## config.mk

```make
export PLATFORM = sky130hd
export DESIGN_NAME = fir_filter_decimator
export DESIGN_NICKNAME = d
export VERILOG_FILES = /design/src/rtl/core/fird_pkg.sv /design/src/rtl/core/fird_ram.sv /design/src/rtl/core/fir_filter_decimator.sv
export SDC_FILE = /design/constraint.sdc
export NUM_CORES = 1
export LEC_CHECK = 0
export BUFFER_PORTS_ARGS = -buffer_cell sky130_fd_sc_hd__buf_2
export CAP_MARGIN = 5
export CORE_MARGIN = 3
export CORE_UTILIZATION = 40
export CTS_BUF_LIST = sky130_fd_sc_hd__clkbuf_4 sky130_fd_sc_hd__clkbuf_8
export DETAILED_ROUTE_END_ITERATION = 7
export GPL_ROUTABILITY_DRIVEN = 0
export PLACE_DENSITY = 0.61
export SYNTH_ARGS = -nofsm -noshare
export SYNTH_HDL_FRONTEND = slang
export SYNTH_SLANG_ARGS = --single-unit
```

## constraint.sdc

```tcl
create_clock -name clk -period 7.4 [get_ports clk]
set_input_delay 1.11 -clock clk [delete_from_list [all_inputs] [get_ports clk]]
set_output_delay 1.11 -clock clk [all_outputs]
set_load 0.01 [all_outputs]
```

## src/rtl/core/fird_pkg.sv

```systemverilog
`timescale 1ns / 1ps
// ----------------------------------------------------------------------------
// fird_pkg
// Types, constants and the tap table of the FIR decimator.
// ----------------------------------------------------------------------------
package fird_pkg;

  localparam int TAP_COUNT  = 21;
  localparam int PTR_W      = $clog2(TAP_COUNT);
  localparam int SEQ_W      = $clog2(TAP_COUNT + 2);
  localparam int SAMPLE_W   = 12;
  localparam int LINE_W     = 8;
  localparam int COEF_W     = 16;
  localparam int PROD_W     = LINE_W + 1 + COEF_W;
  localparam int ACC_W      = 32;
  localparam int DAC_W      = 12;
  localparam int DEC_W      = 16;
  localparam int FACTOR_W   = 5;
  localparam int COUNT_W    = 4;

  localparam logic [PTR_W-1:0]    PTR_LAST      = PTR_W'(TAP_COUNT - 1);
  localparam logic [SEQ_W-1:0]    SEQ_ISSUE_END = SEQ_W'(TAP_COUNT);
  localparam logic [SEQ_W-1:0]    SEQ_DONE      = SEQ_W'(TAP_COUNT + 1);
  localparam logic [FACTOR_W-1:0] FACTOR_RESET  = FACTOR_W'(4);
  localparam logic [FACTOR_W-1:0] FACTOR_MAX    = FACTOR_W'(16);

  typedef enum logic [1:0] {
    FIRD_IDLE,
    FIRD_RUN,
    FIRD_HOLD
  } fird_state_t;

  // Tap k weights the sample k ticks older than the newest one.
  function automatic logic signed [COEF_W-1:0] fird_coef(input logic [PTR_W-1:0] idx);
    logic signed [COEF_W-1:0] c;
    case (idx)
      5'd0:    c = 16'sd423;
      5'd1:    c = -16'sd1014;
      5'd2:    c = -16'sd2201;
      5'd3:    c = -16'sd3366;
      5'd4:    c = -16'sd4398;
      5'd5:    c = -16'sd5073;
      5'd6:    c = -16'sd5200;
      5'd7:    c = -16'sd4760;
      5'd8:    c = -16'sd3702;
      5'd9:    c = -16'sd2152;
      5'd10:   c = -16'sd324;
      5'd11:   c = 16'sd1655;
      5'd12:   c = 16'sd3612;
      5'd13:   c = 16'sd5351;
      5'd14:   c = 16'sd6615;
      5'd15:   c = 16'sd7180;
      5'd16:   c = 16'sd6870;
      5'd17:   c = 16'sd5584;
      5'd18:   c = 16'sd3325;
      5'd19:   c = 16'sd236;
      5'd20:   c = -16'sd3345;
      default: c = '0;
    endcase
    return c;
  endfunction

endpackage

```

## src/rtl/core/fird_ram.sv

```systemverilog
`timescale 1ns / 1ps
// ----------------------------------------------------------------------------
// fird_ram
// Generic single-write, single-read RAM with a registered read port.
// ----------------------------------------------------------------------------
module fird_ram #(
  parameter int WIDTH = 8,
  parameter int DEPTH = 21
) (
  input  logic                     clk,
  input  logic                     we,
  input  logic [$clog2(DEPTH)-1:0] waddr,
  input  logic [WIDTH-1:0]         wdata,
  input  logic [$clog2(DEPTH)-1:0] raddr,
  output logic [WIDTH-1:0]         rdata
);

  logic [WIDTH-1:0] mem [DEPTH];

  always_ff @(posedge clk) begin
    if (we) begin
      mem[waddr] <= wdata;
    end
    rdata <= mem[raddr];
  end

endmodule

```

## src/rtl/core/fir_filter_decimator.sv

```systemverilog
`timescale 1ns / 1ps
// ----------------------------------------------------------------------------
// fir_filter_decimator
// 21-tap FIR filter over an 8-bit delay line held in RAM, with a decimation
// flag on every Nth result.
// ----------------------------------------------------------------------------
//  Channel   Direction  Handshake                 Payload
//  input     in         in_valid / in_stall       adc_sample
//  output    out        out_valid / out_stall     dac_code, decimated_sample,
//                                                 decimated_valid
//  config    in         cfg_wr_en                 cfg_wr_data
//
// An item goes through these steps: accept and write the delay line, read
// all 21 taps through the single RAM read port (one tap per cycle), drain the
// multiply and accumulate stages, and load the output register.
// A new request is taken while the previous result still waits downstream.
// Synchronous reset clears the 21 per-entry valid bits at once; no sweep.
// A stalled output holds the block in its final state until the output register is free.
// ----------------------------------------------------------------------------
module fir_filter_decimator (
  input  logic                           clk,
  input  logic                           rst,
  input  logic                           in_valid,
  output logic                           in_stall,
  input  logic [fird_pkg::SAMPLE_W-1:0]  adc_sample,
  output logic                           out_valid,
  input  logic                           out_stall,
  output logic [fird_pkg::DAC_W-1:0]     dac_code,
  output logic signed [fird_pkg::DEC_W-1:0] decimated_sample,
  output logic                           decimated_valid,
  input  logic                           cfg_wr_en,
  input  logic [fird_pkg::FACTOR_W-1:0]  cfg_wr_data
);

  import fird_pkg::*;

  fird_state_t state, state_next;

  logic [PTR_W-1:0]     wpos;
  logic [PTR_W-1:0]     rd_ptr;
  logic [SEQ_W-1:0]     tap_cnt;
  logic [TAP_COUNT-1:0] line_vld;
  logic                 vbit_q;
  logic [FACTOR_W-1:0]  factor;
  logic [COUNT_W-1:0]   dec_count;
  logic                 keep_flag;

  logic signed [PROD_W-1:0] prod;
  logic signed [PROD_W-1:0] prod_next;
  logic [ACC_W-1:0]         acc;

  logic                 accept;
  logic                 issue;
  logic                 mul_en;
  logic                 acc_en;
  logic                 load_out;
  logic                 out_free;

  logic [LINE_W-1:0]    ram_q;
  logic [LINE_W-1:0]    tap_data;
  logic [PTR_W-1:0]     coef_idx;
  logic [FACTOR_W-1:0]  eff_factor;
  logic [FACTOR_W-1:0]  count_inc;

  fird_ram #(
    .WIDTH (LINE_W),
    .DEPTH (TAP_COUNT)
  ) u_line_ram (
    .clk   (clk),
    .we    (accept),
    .waddr (wpos),
    .wdata (adc_sample[SAMPLE_W-1 -: LINE_W]),
    .raddr (rd_ptr),
    .rdata (ram_q)
  );

  assign accept   = in_valid && !in_stall;
  assign out_free = !out_valid || !out_stall;

  // Next state.
  always_comb begin
    state_next = state;
    unique case (state)
      FIRD_IDLE: begin
        if (in_valid) state_next = FIRD_RUN;
      end
      FIRD_RUN: begin
        if (tap_cnt == SEQ_DONE) state_next = FIRD_HOLD;
      end
      FIRD_HOLD: begin
        if (out_free) state_next = FIRD_IDLE;
      end
      default: state_next = FIRD_IDLE;
    endcase
  end

  // Control outputs of the sequencer.
  always_comb begin
    in_stall = 1'b1;
    issue    = 1'b0;
    mul_en   = 1'b0;
    acc_en   = 1'b0;
    load_out = 1'b0;
    unique case (state)
      FIRD_IDLE: begin
        in_stall = 1'b0;
      end
      FIRD_RUN: begin
        issue  = tap_cnt < SEQ_ISSUE_END;
        mul_en = (tap_cnt >= SEQ_W'(1)) && (tap_cnt <= SEQ_ISSUE_END);
        acc_en = (tap_cnt >= SEQ_W'(2)) && (tap_cnt <= SEQ_DONE);
      end
      FIRD_HOLD: begin
        load_out = out_free;
      end
      default: begin
        in_stall = 1'b1;
      end
    endcase
  end

  // Entries never written since reset read as zero.
  assign tap_data  = vbit_q ? ram_q : '0;
  assign coef_idx  = PTR_W'(tap_cnt - SEQ_W'(1));
  assign prod_next = $signed({1'b0, tap_data}) * fird_coef(coef_idx);

  assign eff_factor = (factor == '0) ? FACTOR_W'(1) :
                      (factor > FACTOR_MAX) ? FACTOR_MAX : factor;
  assign count_inc  = {1'b0, dec_count} + FACTOR_W'(1);

  always_ff @(posedge clk) begin
    if (rst) begin
      state     <= FIRD_IDLE;
      wpos      <= '0;
      tap_cnt   <= '0;
      line_vld  <= '0;
      factor    <= FACTOR_RESET;
      dec_count <= '0;
      out_valid <= 1'b0;
    end else begin
      state <= state_next;
      if (cfg_wr_en) begin
        factor <= cfg_wr_data;
      end
      if (accept) begin
        line_vld[wpos] <= 1'b1;
        wpos           <= (wpos == PTR_LAST) ? '0 : wpos + PTR_W'(1);
        dec_count      <= (count_inc >= eff_factor) ? '0 : count_inc[COUNT_W-1:0];
        tap_cnt        <= '0;
      end else if (state == FIRD_RUN) begin
        tap_cnt <= tap_cnt + SEQ_W'(1);
      end
      if (load_out) begin
        out_valid <= 1'b1;
      end else if (out_valid && !out_stall) begin
        out_valid <= 1'b0;
      end
    end
  end

  always_ff @(posedge clk) begin
    if (accept) begin
      rd_ptr    <= wpos;
      keep_flag <= (dec_count == '0);
      acc       <= '0;
    end else begin
      if (issue) begin
        vbit_q <= line_vld[rd_ptr];
        rd_ptr <= (rd_ptr == '0) ? PTR_LAST : rd_ptr - PTR_W'(1);
      end
      if (mul_en) begin
        prod <= prod_next;
      end
      if (acc_en) begin
        acc <= acc + ACC_W'(prod);
      end
    end
    if (load_out) begin
      dac_code         <= acc[15 +: DAC_W];
      decimated_sample <= $signed(acc[4 +: DEC_W]);
      decimated_valid  <= keep_flag;
    end
  end

endmodule

```

==> impl_metrics.env, run 1 <==
export IMPL_ioPinCount=53
export IMPL_power_density_nw_per_um2=217.3
export IMPL_finalCritPeriodShare_pct=90.34
export IMPL_synthMuxAreaShare_pct=8.024
export IMPL_cap_violations=0
export IMPL_ir_drop_mv=0.1880
export IMPL_avgSynthCellArea_um2=11.46
export IMPL_die_h_um=216.9
export IMPL_antenna_found_initial=1
export IMPL_mostFrequentLayoutCells="224 x edfxtp_1, 206 x nor2_1, 180 x inv_1"
export IMPL_whs_path_depth=0
export IMPL_yosysWarnings=0
export IMPL_crit_path_start_kind="flop"
export IMPL_synth_seq_cells=302
export IMPL_outcome="complete, no violations"
export IMPL_required_ps=7730
export IMPL_htree_levels=2
export IMPL_crit_type="reg -> reg"
export IMPL_viasPerCell=5.150
export IMPL_dieArea_um2=47040
export IMPL_io_buffers=48
export IMPL_grt_ovfl_total=0
export IMPL_yosysSeqAreaShare_pct=46.59
export IMPL_leakagePower_nw=7.882
export IMPL_setup_tns_final_ps=0
export IMPL_hold_slack_ps=420.8
export IMPL_stdcell_area_um2=19750
export IMPL_synth_compound_area_share_pct=8.882
export IMPL_clk_latency_ps=600
export IMPL_hold_buffers=0
export IMPL_drive_gt1_share_pct=14.74
export IMPL_syn_inst=1553
export IMPL_synthArstFlopShare_pct=0
export IMPL_routedWlPerCell_um=16.64
export IMPL_dieWidth_um=216.9
export IMPL_grt_pass1_vias=11669
export IMPL_synth_top_family_by_area="adder cells"
export IMPL_grt_pass1_wl_mm=60.71
export IMPL_dp_hpwl_mm=26.85
export IMPL_clk_path_buf_depth=3
export IMPL_placedInstanceArea_um2=18690
export IMPL_cts_root_buf="clkbuf_8"
export IMPL_final_nets=1820
export IMPL_hold_path_class="reg -> reg"
export IMPL_grt_setup_unrepaired="false"
export IMPL_setup_viol=0
export IMPL_setup_ws_ps=714.9
export IMPL_area_delta_synth_final_pct=11.03
export IMPL_drt_iter0_markers=701
export IMPL_rows=76
export IMPL_worst_path_max_fanout=29
export IMPL_synth_edf_count=224
export IMPL_grt_usage_pct=16.05
export IMPL_reg2reg_depth=24
export IMPL_post_cts_repair_setup_buffers=0
export IMPL_final_setup_skew_ps=18.52
export IMPL_finalCriticalPeriod_ps=6685
export IMPL_cts_resized_gates=0
export IMPL_regArea_um2=8288
export IMPL_clk_pin_slew_ps=60
export IMPL_synth_simple_area_share_pct=11.64
export IMPL_start_util_pct=40.94
export IMPL_syn_area_um2=17790
export IMPL_wl_mm=37.19
export IMPL_multi_input_area_um2=8569
export IMPL_dr_total_vias=11511
export IMPL_fp_coreArea_um2=43460
export IMPL_cts_tree="yes"
export IMPL_maxSlewHeadroom_pct=33.43
export IMPL_clock_sinks=302
export IMPL_n_fill_cell=4001
export IMPL_synth_fa_ha_area_share_pct=17.26
export IMPL_cts_made_buffers=48
export IMPL_synth_xor_area_share_pct=2.208
export IMPL_fmaxAchievable_mhz=149.6
export IMPL_dr_pass1_iters=7
export IMPL_synth_nets=1764
export IMPL_ys_flop_type="edfxtp_1"
export IMPL_worstPathArrival_ps=7020
export IMPL_final_antenna_net_count=0
export IMPL_slew_viol_final=0
export IMPL_route_detailed_drc=0
export IMPL_ys_types=72
export IMPL_place_ws_ps=742.5
export IMPL_endpoint_kind="flop"
export IMPL_grt_max_degree=40
export IMPL_final_common_cell="edfxtp_1"
export IMPL_max_slew_worst_pin_slew_ps=998.6
export IMPL_finalHoldViolCount=0
[where the power goes]
part / internal, mW / switching (mW) / total [mW]
registers: 1.89 / 0.0550 / 1.94
clock network: 0.868 / 0.667 / 1.53
logic: 0.337 / 0.480 / 0.817
total: 3.09 / 1.20 / 4.29
[cells by family (layout without fill, tap and decap cells)]
kind of cell             count (synthesis)  in the layout
other                                    0              1
AO/OA/AOI/OAI                          242            242
AND/OR/NAND/NOR                        454            454
buffers and inverters                  247            343
XOR/XNOR                                44             44
flip-flops                             302            302
adder cells (fa/ha/maj)                189            189
multiplexers                            75             75
[registers in the layout, summed over array words and instances (netlist names)]
signal            count
tap_cnt               5
keep_flag             1
dac_code             12
wpos                  5
decimated_valid       1
u_line_ram.mem      168
out_valid             1
vbit_q                1
line_vld             21
acc                  27
decimated_sample     11
rd_ptr                5
dec_count             4
u_line_ram.rdata      8
prod                 25
factor                5
state                 2
[cell type report]
type / instances / share of cell area, %
antenna: 1 / 0.01267
clock buffer: 76 / 4.630
clock inverter: 14 / 0.7474
inverter: 181 / 3.439
multi-input combinational: 1004 / 43.38
sequential: 302 / 41.96
tap: 585 / 3.705
timing repair buffer: 72 / 2.128
[worst max-delay path, cell delays in order, from the launching register on]
cell and delay (ps):
dfxtp_1 310, inv_1 200, ha_1 260, inv_1 60, ha_1 810, o21ai_0 180, o21ai_0 120, a21oi_1 100
o21a_1 320, nand2b_1 220, fa_1 560, inv_1 60, fa_1 450, ha_1 290, inv_1 50, fa_1 590
inv_1 60, ha_1 310, a211oi_1 260, o21bai_1 130, a21oi_1 270, o21ai_0 240, a31o_2 310, a21oi_1 160
xnor2_1 80
[cell usage after synthesis, drive strengths merged (4+ instances only)]
master,number,area (um^2)
nor3,31,160.1
and3,9,56.30
o21a,14,105.1
nand3,20,100.1
or3,5,31.28
xor2,17,148.9
a21o,17,127.6
nor2b,7,43.79
a221oi,6,52.55
nor3b,6,50.05
dfxtp,78,1562
o211ai,6,45.04
o21ai,54,270.3
o311ai,4,35.03
a21oi,72,360.4
a211oi,9,77.57
ha,95,1189
or2,13,81.33
a21boi,5,37.54
nand2b,23,143.9
nand2,96,360.4
and2,7,43.79
mux4,54,1216
o21bai,4,30.03
a211o,7,61.31
buf,24,123.9
a31oi,12,75.07
mux2i,20,200.2
o31ai,5,51.30
inv,180,675.7
clkbuf,42,157.7
xnor2,27,244.0
nor2,206,773.2
nor4,6,37.54
fa,94,1882
edfxtp,224,6726
nand4,11,68.82
[worst paths after layout]
check                               start                         to  slack, ps
setup / recovery  tap_cnt[1]$_SDFFE_PP0N_         prod[17]$_DFFE_PP_        710
hold reg to reg       keep_flag$_DFFE_PP_  decimated_valid$_DFFE_PP_        420
hold / removal        keep_flag$_DFFE_PP_  decimated_valid$_DFFE_PP_        420
setup reg to reg  tap_cnt[1]$_SDFFE_PP0N_         prod[17]$_DFFE_PP_        710
[metrics by stage]
stage | std cells | power [mW] | utilization, %
2_1_floorplan | 1553 | 2.580 | -
3_3_place_gp | 2144 | 2.786 | 43.01
3_5_place_dp | 2144 | 2.800 | 43.01
4_1_cts | 2234 | 4.356 | 45.45
5_1_grt | 2234 | 4.529 | 45.45
6_report | 2235 | 4.292 | 45.46
[layer usage]
layer,track usage (%),wire [um],vias to the layer above
met4,4.762,868,2
met2,27.57,18270,257
met3,2.457,1712,64
met1,21.16,16320,5609
met5,0,13,-
li1,-,-,5579
No activity file was read; power rests on OpenSTA's default activity.
==> inputs of run 2 (changes only) <==
--- a/config.mk
+++ b/config.mk
@@ -8,11 +8,11 @@
 export BUFFER_PORTS_ARGS = -buffer_cell sky130_fd_sc_hd__buf_2
 export CAP_MARGIN = 5
 export CORE_MARGIN = 3
-export CORE_UTILIZATION = 40
+export CORE_UTILIZATION = 30
 export CTS_BUF_LIST = sky130_fd_sc_hd__clkbuf_4 sky130_fd_sc_hd__clkbuf_8
 export DETAILED_ROUTE_END_ITERATION = 7
 export GPL_ROUTABILITY_DRIVEN = 0
-export PLACE_DENSITY = 0.61
+export PLACE_DENSITY = 0.5
 export SYNTH_ARGS = -nofsm -noshare
 export SYNTH_HDL_FRONTEND = slang
 export SYNTH_SLANG_ARGS = --single-unit
==> impl_metrics.env, run 2 (synthesized netlist as in run 1, its figures left out) <==
export IMPL_regMostFlops="u_line_ram.mem"
export IMPL_cts_made_buffers=51
export IMPL_antenna_found_initial=2
export IMPL_max_slew_worst_pin_slew_ps=1247
export IMPL_dieArea_um2=62260
export IMPL_setup_viol=0
export IMPL_grt_max_degree=48
export IMPL_rows=88
export IMPL_final_antenna_net_count=0
export IMPL_hold_buffers=0
export IMPL_fp_coreArea_um2=58140
export IMPL_cp_startpoint="tap_cnt[1]$_SDFFE_PP0N_"
export IMPL_leakagePower_nw=7.882
export IMPL_r2r_start="tap_cnt[1]$_SDFFE_PP0N_"
export IMPL_largest_reg_flops=168
export IMPL_drt_iter0_markers=581
export IMPL_num_antenna_cells=0
export IMPL_htree_levels=2
export IMPL_setup_tns_final_ps=0
export IMPL_finalHoldViolCount=0
export IMPL_finalCritPeriodShare_pct=90.59
export IMPL_die_h_um=249.5
export IMPL_route_detailed_drc=0
export IMPL_hold_path_class="reg -> reg"
export IMPL_required_ps=7810
export IMPL_placedCellCount=2326
export IMPL_grt_usage_pct=12.95
export IMPL_dr_pass1_iters=7
export IMPL_wl_mm=40.71
export IMPL_dp_hpwl_mm=28.69
export IMPL_drive_gt1_share_pct=14.85
export IMPL_outcome="complete, no violations"
export IMPL_power_density_nw_per_um2=215.3
export IMPL_reg2reg_depth=22
export IMPL_final_setup_skew_ps=40.64
export IMPL_grt_pass1_wl_mm=64.70
export IMPL_crit_type="reg -> reg"
export IMPL_routedWlPerCell_um=16.81
export IMPL_mostFrequentLayoutCells="224 x edfxtp_1, 206 x nor2_1, 180 x inv_1"
export IMPL_place_ws_ps=684.2
export IMPL_clk_pin_slew_ps=70
export IMPL_whs_path_depth=0
export IMPL_grt_setup_unrepaired="false"
export IMPL_crit_path_start_kind="flop"
export IMPL_ir_drop_mv=0.1728
export IMPL_cts_root_buf="clkbuf_8"
export IMPL_grt_ovfl_total=0
export IMPL_clk_latency_ps=640
export IMPL_ioPinCount=53
export IMPL_setup_ws_ps=696.2
export IMPL_maxSlewHeadroom_pct=16.54
export IMPL_viasPerCell=4.774
export IMPL_worst_path_max_fanout=29
export IMPL_endpoint_kind="flop"
export IMPL_finalNonFillerCells=2422
export IMPL_final_nets=1825
export IMPL_finalCriticalPeriod_ps=6704
export IMPL_reg_largest_list="u_line_ram.mem (168), acc (27), prod (25)"
export IMPL_cap_violations=0
export IMPL_area_delta_synth_final_pct=12.38
export IMPL_grt_pass1_vias=11726
export IMPL_io_buffers=48
export IMPL_clock_sinks=302
export IMPL_clk_path_buf_depth=3
export IMPL_dr_total_vias=11562
export IMPL_worstPathArrival_ps=7110
export IMPL_start_util_pct=30.60
export IMPL_cts_tree="yes"
export IMPL_hp_start="keep_flag$_DFFE_PP_"
export IMPL_cts_resized_gates=0
export IMPL_final_common_cell="edfxtp_1"
export IMPL_fmaxAchievable_mhz=149.2
export IMPL_post_cts_repair_setup_buffers=0
export IMPL_slew_viol_final=0
export IMPL_dieWidth_um=249.5
==> run 2: layout make-up <==
type,count,area (um^2)
well taps,765,957.2
clock inverters,22,157.7
multi-input cells,1004,8577
flip-flops and latches,302,8288
fillers,5866,38140
repair buffers,74,435.4
clock buffers,74,899.6
inverters,181,679.4
==> run 2: metrics by stage <==
step	utilization [%]	area (um^2)	power, mW	hold WS (ps)
6_report	34.39	19990	4.304	432.1
2_1_floorplan	-	17790	2.580	400.3
5_1_grt	34.39	19990	4.553	451.2
4_1_cts	34.39	19990	4.377	435.9
3_3_place_gp	32.57	18940	2.807	416.3
3_5_place_dp	32.57	18940	2.816	415.2
==> run 2: final timing paths <==
path                               end  slack [ps]
min reg2reg  decimated_valid$_DFFE_PP_         430
max reg2reg         prod[22]$_DFFE_PP_         700
max                 prod[22]$_DFFE_PP_         700
min          decimated_valid$_DFFE_PP_         430
==> run 2: where the power goes <==
part	switching [mW]	leakage, nW	total, mW	internal, mW
combinational	0.497	4.66	0.835	0.338
clock	0.708	0.554	1.54	0.827
sequential	0.0483	2.67	1.93	1.89
==> run 2: worst max-delay path, cell delays in order (launching register included) <==
cell	delay, ps
dfxtp_1	310
inv_1	200
ha_1	260
inv_1	60
ha_1	820
o32ai_1	210
a221oi_1	370
nor2_1	100
a31oi_1	360
nor2_1	100
fa_1	520
fa_1	450
fa_1	490
inv_1	50
fa_1	530
inv_1	40
ha_1	340
inv_1	130
o21bai_1	90
a211oi_1	380
and2_1	220
o21ai_0	110
o311ai_0	350
==> run 2: layer usage <==
metal	global-route usage, %	routed length [um]
met2	22.30	20040
met1	16.76	18360
met3	2.511	1609
met5	0	34
met4	3.216	666
==> inputs of run 3 (changes only) <==
--- a/config.mk
+++ b/config.mk
@@ -13,6 +13,7 @@
 export DETAILED_ROUTE_END_ITERATION = 7
 export GPL_ROUTABILITY_DRIVEN = 0
 export PLACE_DENSITY = 0.5
+export RECOVER_POWER = 100
 export SYNTH_ARGS = -nofsm -noshare
 export SYNTH_HDL_FRONTEND = slang
 export SYNTH_SLANG_ARGS = --single-unit
==> impl_metrics.env, run 3 (synthesized netlist as in run 1, its figures left out) <==
export IMPL_num_antenna_cells=0
export IMPL_dp_hpwl_mm=28.69
export IMPL_final_antenna_net_count=0
export IMPL_mostFrequentLayoutCells="224 x edfxtp_1, 206 x nor2_1, 180 x inv_1"
export IMPL_grt_max_degree=48
export IMPL_outcome="finished, violations left"
export IMPL_top_layer="met5"
export IMPL_wl_met1_mm=18.22
export IMPL_viasPerCell=4.761
export IMPL_dr_wl_met2_mm=19.98
export IMPL_htree_levels=2
export IMPL_wl_mm=40.70
export IMPL_hp_start="keep_flag$_DFFE_PP_"
export IMPL_fp_coreArea_um2=58140
export IMPL_dr_pass1_iters=6
export IMPL_crit_path_cell_trace="inv_1 -> ha_1 -> inv_1 -> ha_1 -> o32ai_1 -> a221oi_1 -> nor2_1 -> a31oi_1 -> nor2_1 -> fa_1 -> fa_1 -> fa_1 -> inv_1 -> fa_1 -> inv_1 -> ha_1 -> inv_1 -> o21bai_1 -> a211oi_1 -> and2_1 -> o21ai_0 -> o311ai_0"
export IMPL_largest_reg_flops=168
export IMPL_clk_latency_ps=640
export IMPL_rows=88
export IMPL_p_seq_share_pct=44.9
export IMPL_cts_root_buf="clkbuf_8"
export IMPL_combPwrFrac_pct=19.5
export IMPL_crit_path_start_kind="flop"
export IMPL_cp_slowest_stage_delay_ps=830
export IMPL_slew_viol_final=133
export IMPL_drive_gt1_share_pct=11.65
export IMPL_grt_pass1_wl_mm=64.70
export IMPL_dr_total_vias=11530
export IMPL_setup_viol=0
export IMPL_clk_pin_slew_ps=70
export IMPL_grt_ovfl_total=0
export IMPL_drt_iter0_markers=582
export IMPL_final_common_cell="edfxtp_1"
export IMPL_cts_resized_gates=0
export IMPL_dieWidth_um=249.5
export IMPL_finalCriticalPeriod_ps=6693
export IMPL_area_delta_synth_final_pct=11.72
export IMPL_ir_drop_mv=0.1728
export IMPL_grt_pass1_vias=11726
export IMPL_hold_buffers=0
export IMPL_clock_sinks=302
export IMPL_dieArea_um2=62260
export IMPL_maxSlewHeadroom_pct=-107.2
export IMPL_clk_path_buf_depth=3
export IMPL_worst_path_max_fanout=29
export IMPL_r2r_start="tap_cnt[1]$_SDFFE_PP0N_"
export IMPL_grt_setup_unrepaired="false"
export IMPL_leakagePower_nw=7.735
export IMPL_route_detailed_drc=0
export IMPL_required_ps=7810
export IMPL_setup_tns_final_ps=0
export IMPL_worstPathArrival_ps=7110
export IMPL_totalPowerFinal_mw=4.313
export IMPL_max_slew_worst_pin_slew_ps=3108
export IMPL_post_cts_repair_setup_buffers=0
export IMPL_finalNonFillerCells=2422
export IMPL_p_switching_mw=1.252
export IMPL_post_route_util_pct=34.19
export IMPL_cts_made_buffers=51
export IMPL_internal_power_mw=3.060
export IMPL_placedCellCount=2326
export IMPL_finalCritPeriodShare_pct=90.45
export IMPL_finalHoldViolCount=0
export IMPL_violations="capacitance limit, slew limit"
export IMPL_swShare_pct=29.04
export IMPL_power_density_nw_per_um2=217.0
export IMPL_grt_usage_pct=12.95
export IMPL_setup_ws_ps=706.5
export IMPL_fmaxAchievable_mhz=149.4
export IMPL_power_frac_clock_pct=35.6
export IMPL_final_setup_skew_ps=41.99
export IMPL_start_util_pct=30.60
export IMPL_place_ws_ps=684.2
export IMPL_regMostFlops="u_line_ram.mem"
export IMPL_crit_type="reg -> reg"
export IMPL_endpoint_kind="flop"
export IMPL_cts_tree="yes"
export IMPL_antenna_found_initial=2
export IMPL_die_h_um=249.5
export IMPL_ioPinCount=53
export IMPL_io_buffers=48
export IMPL_met3_length_mm=1.780
export IMPL_hold_path_class="reg -> reg"
export IMPL_routedWlPerCell_um=16.80
export IMPL_crit_slowest_cell="ha_1"
export IMPL_final_nets=1825
export IMPL_cp_startpoint="tap_cnt[1]$_SDFFE_PP0N_"
export IMPL_cap_violations=4
export IMPL_reg_largest_list="u_line_ram.mem (168), acc (27), prod (25)"
export IMPL_path_common_cell="inv_1"
==> run 3: cell types whose count changed in the layout (fill, tap and decap cells not counted), sizes merged <==
cell / delta
buf: -50
clkbuf: +50
==> run 3: power by group through the flow <==
stage | Sequential, mW | Combinational [mW] | Clock (mW)
floorplan | 1.94 | 0.637 | 0
global placement | 1.97 | 0.839 | 0
detailed placement | 1.97 | 0.847 | 0
CTS | 1.93 | 0.852 | 1.59
global route | 1.94 | 0.951 | 1.67
finish | 1.93 | 0.843 | 1.54
==> run 3: cell type report <==
cell class,count,area (um^2)
clock buffers,74,899.6
clock inverters,22,157.7
fillers,5891,38260
inverters,181,679.4
multi-input cells,1004,8547
flip-flops and latches,302,8288
well taps,765,957.2
repair buffers,74,347.8
==> run 3: final timing paths <==
path | to | slack [ps] | cells past startpoint
worst max-delay path | prod[22]$_DFFE_PP_ | 710 | 22
worst min-delay path | decimated_valid$_DFFE_PP_ | 430 | 0
worst max register to register | prod[22]$_DFFE_PP_ | 710 | 22
worst min register to register | decimated_valid$_DFFE_PP_ | 430 | 0
==> run 3: per-layer routing <==
metal	up-vias	global-route usage, %
li1	5577	-
met1	5688	16.76
met2	205	22.30
met3	56	2.511
met4	4	3.216
met5	-	0
==> run 3: critical path: cells and delay by family, from the launching register on <==
family                     cells  cell delay (ps)
DFF                            1              310
buffers and inverters          5              480
adders and majority gates      7             3420
and+or+nand+nor                3              420
AOI/OAI and AO/OA              7             1840
==> run 3: per-stage QoR <==
step	hold WS [ps]	area, um^2
after floorplan	400.3	17790
after global placement	416.3	18940
after detailed placement	415.2	18940
after CTS	435.9	19990
after global routing	451.2	19880
final	430.0	19880
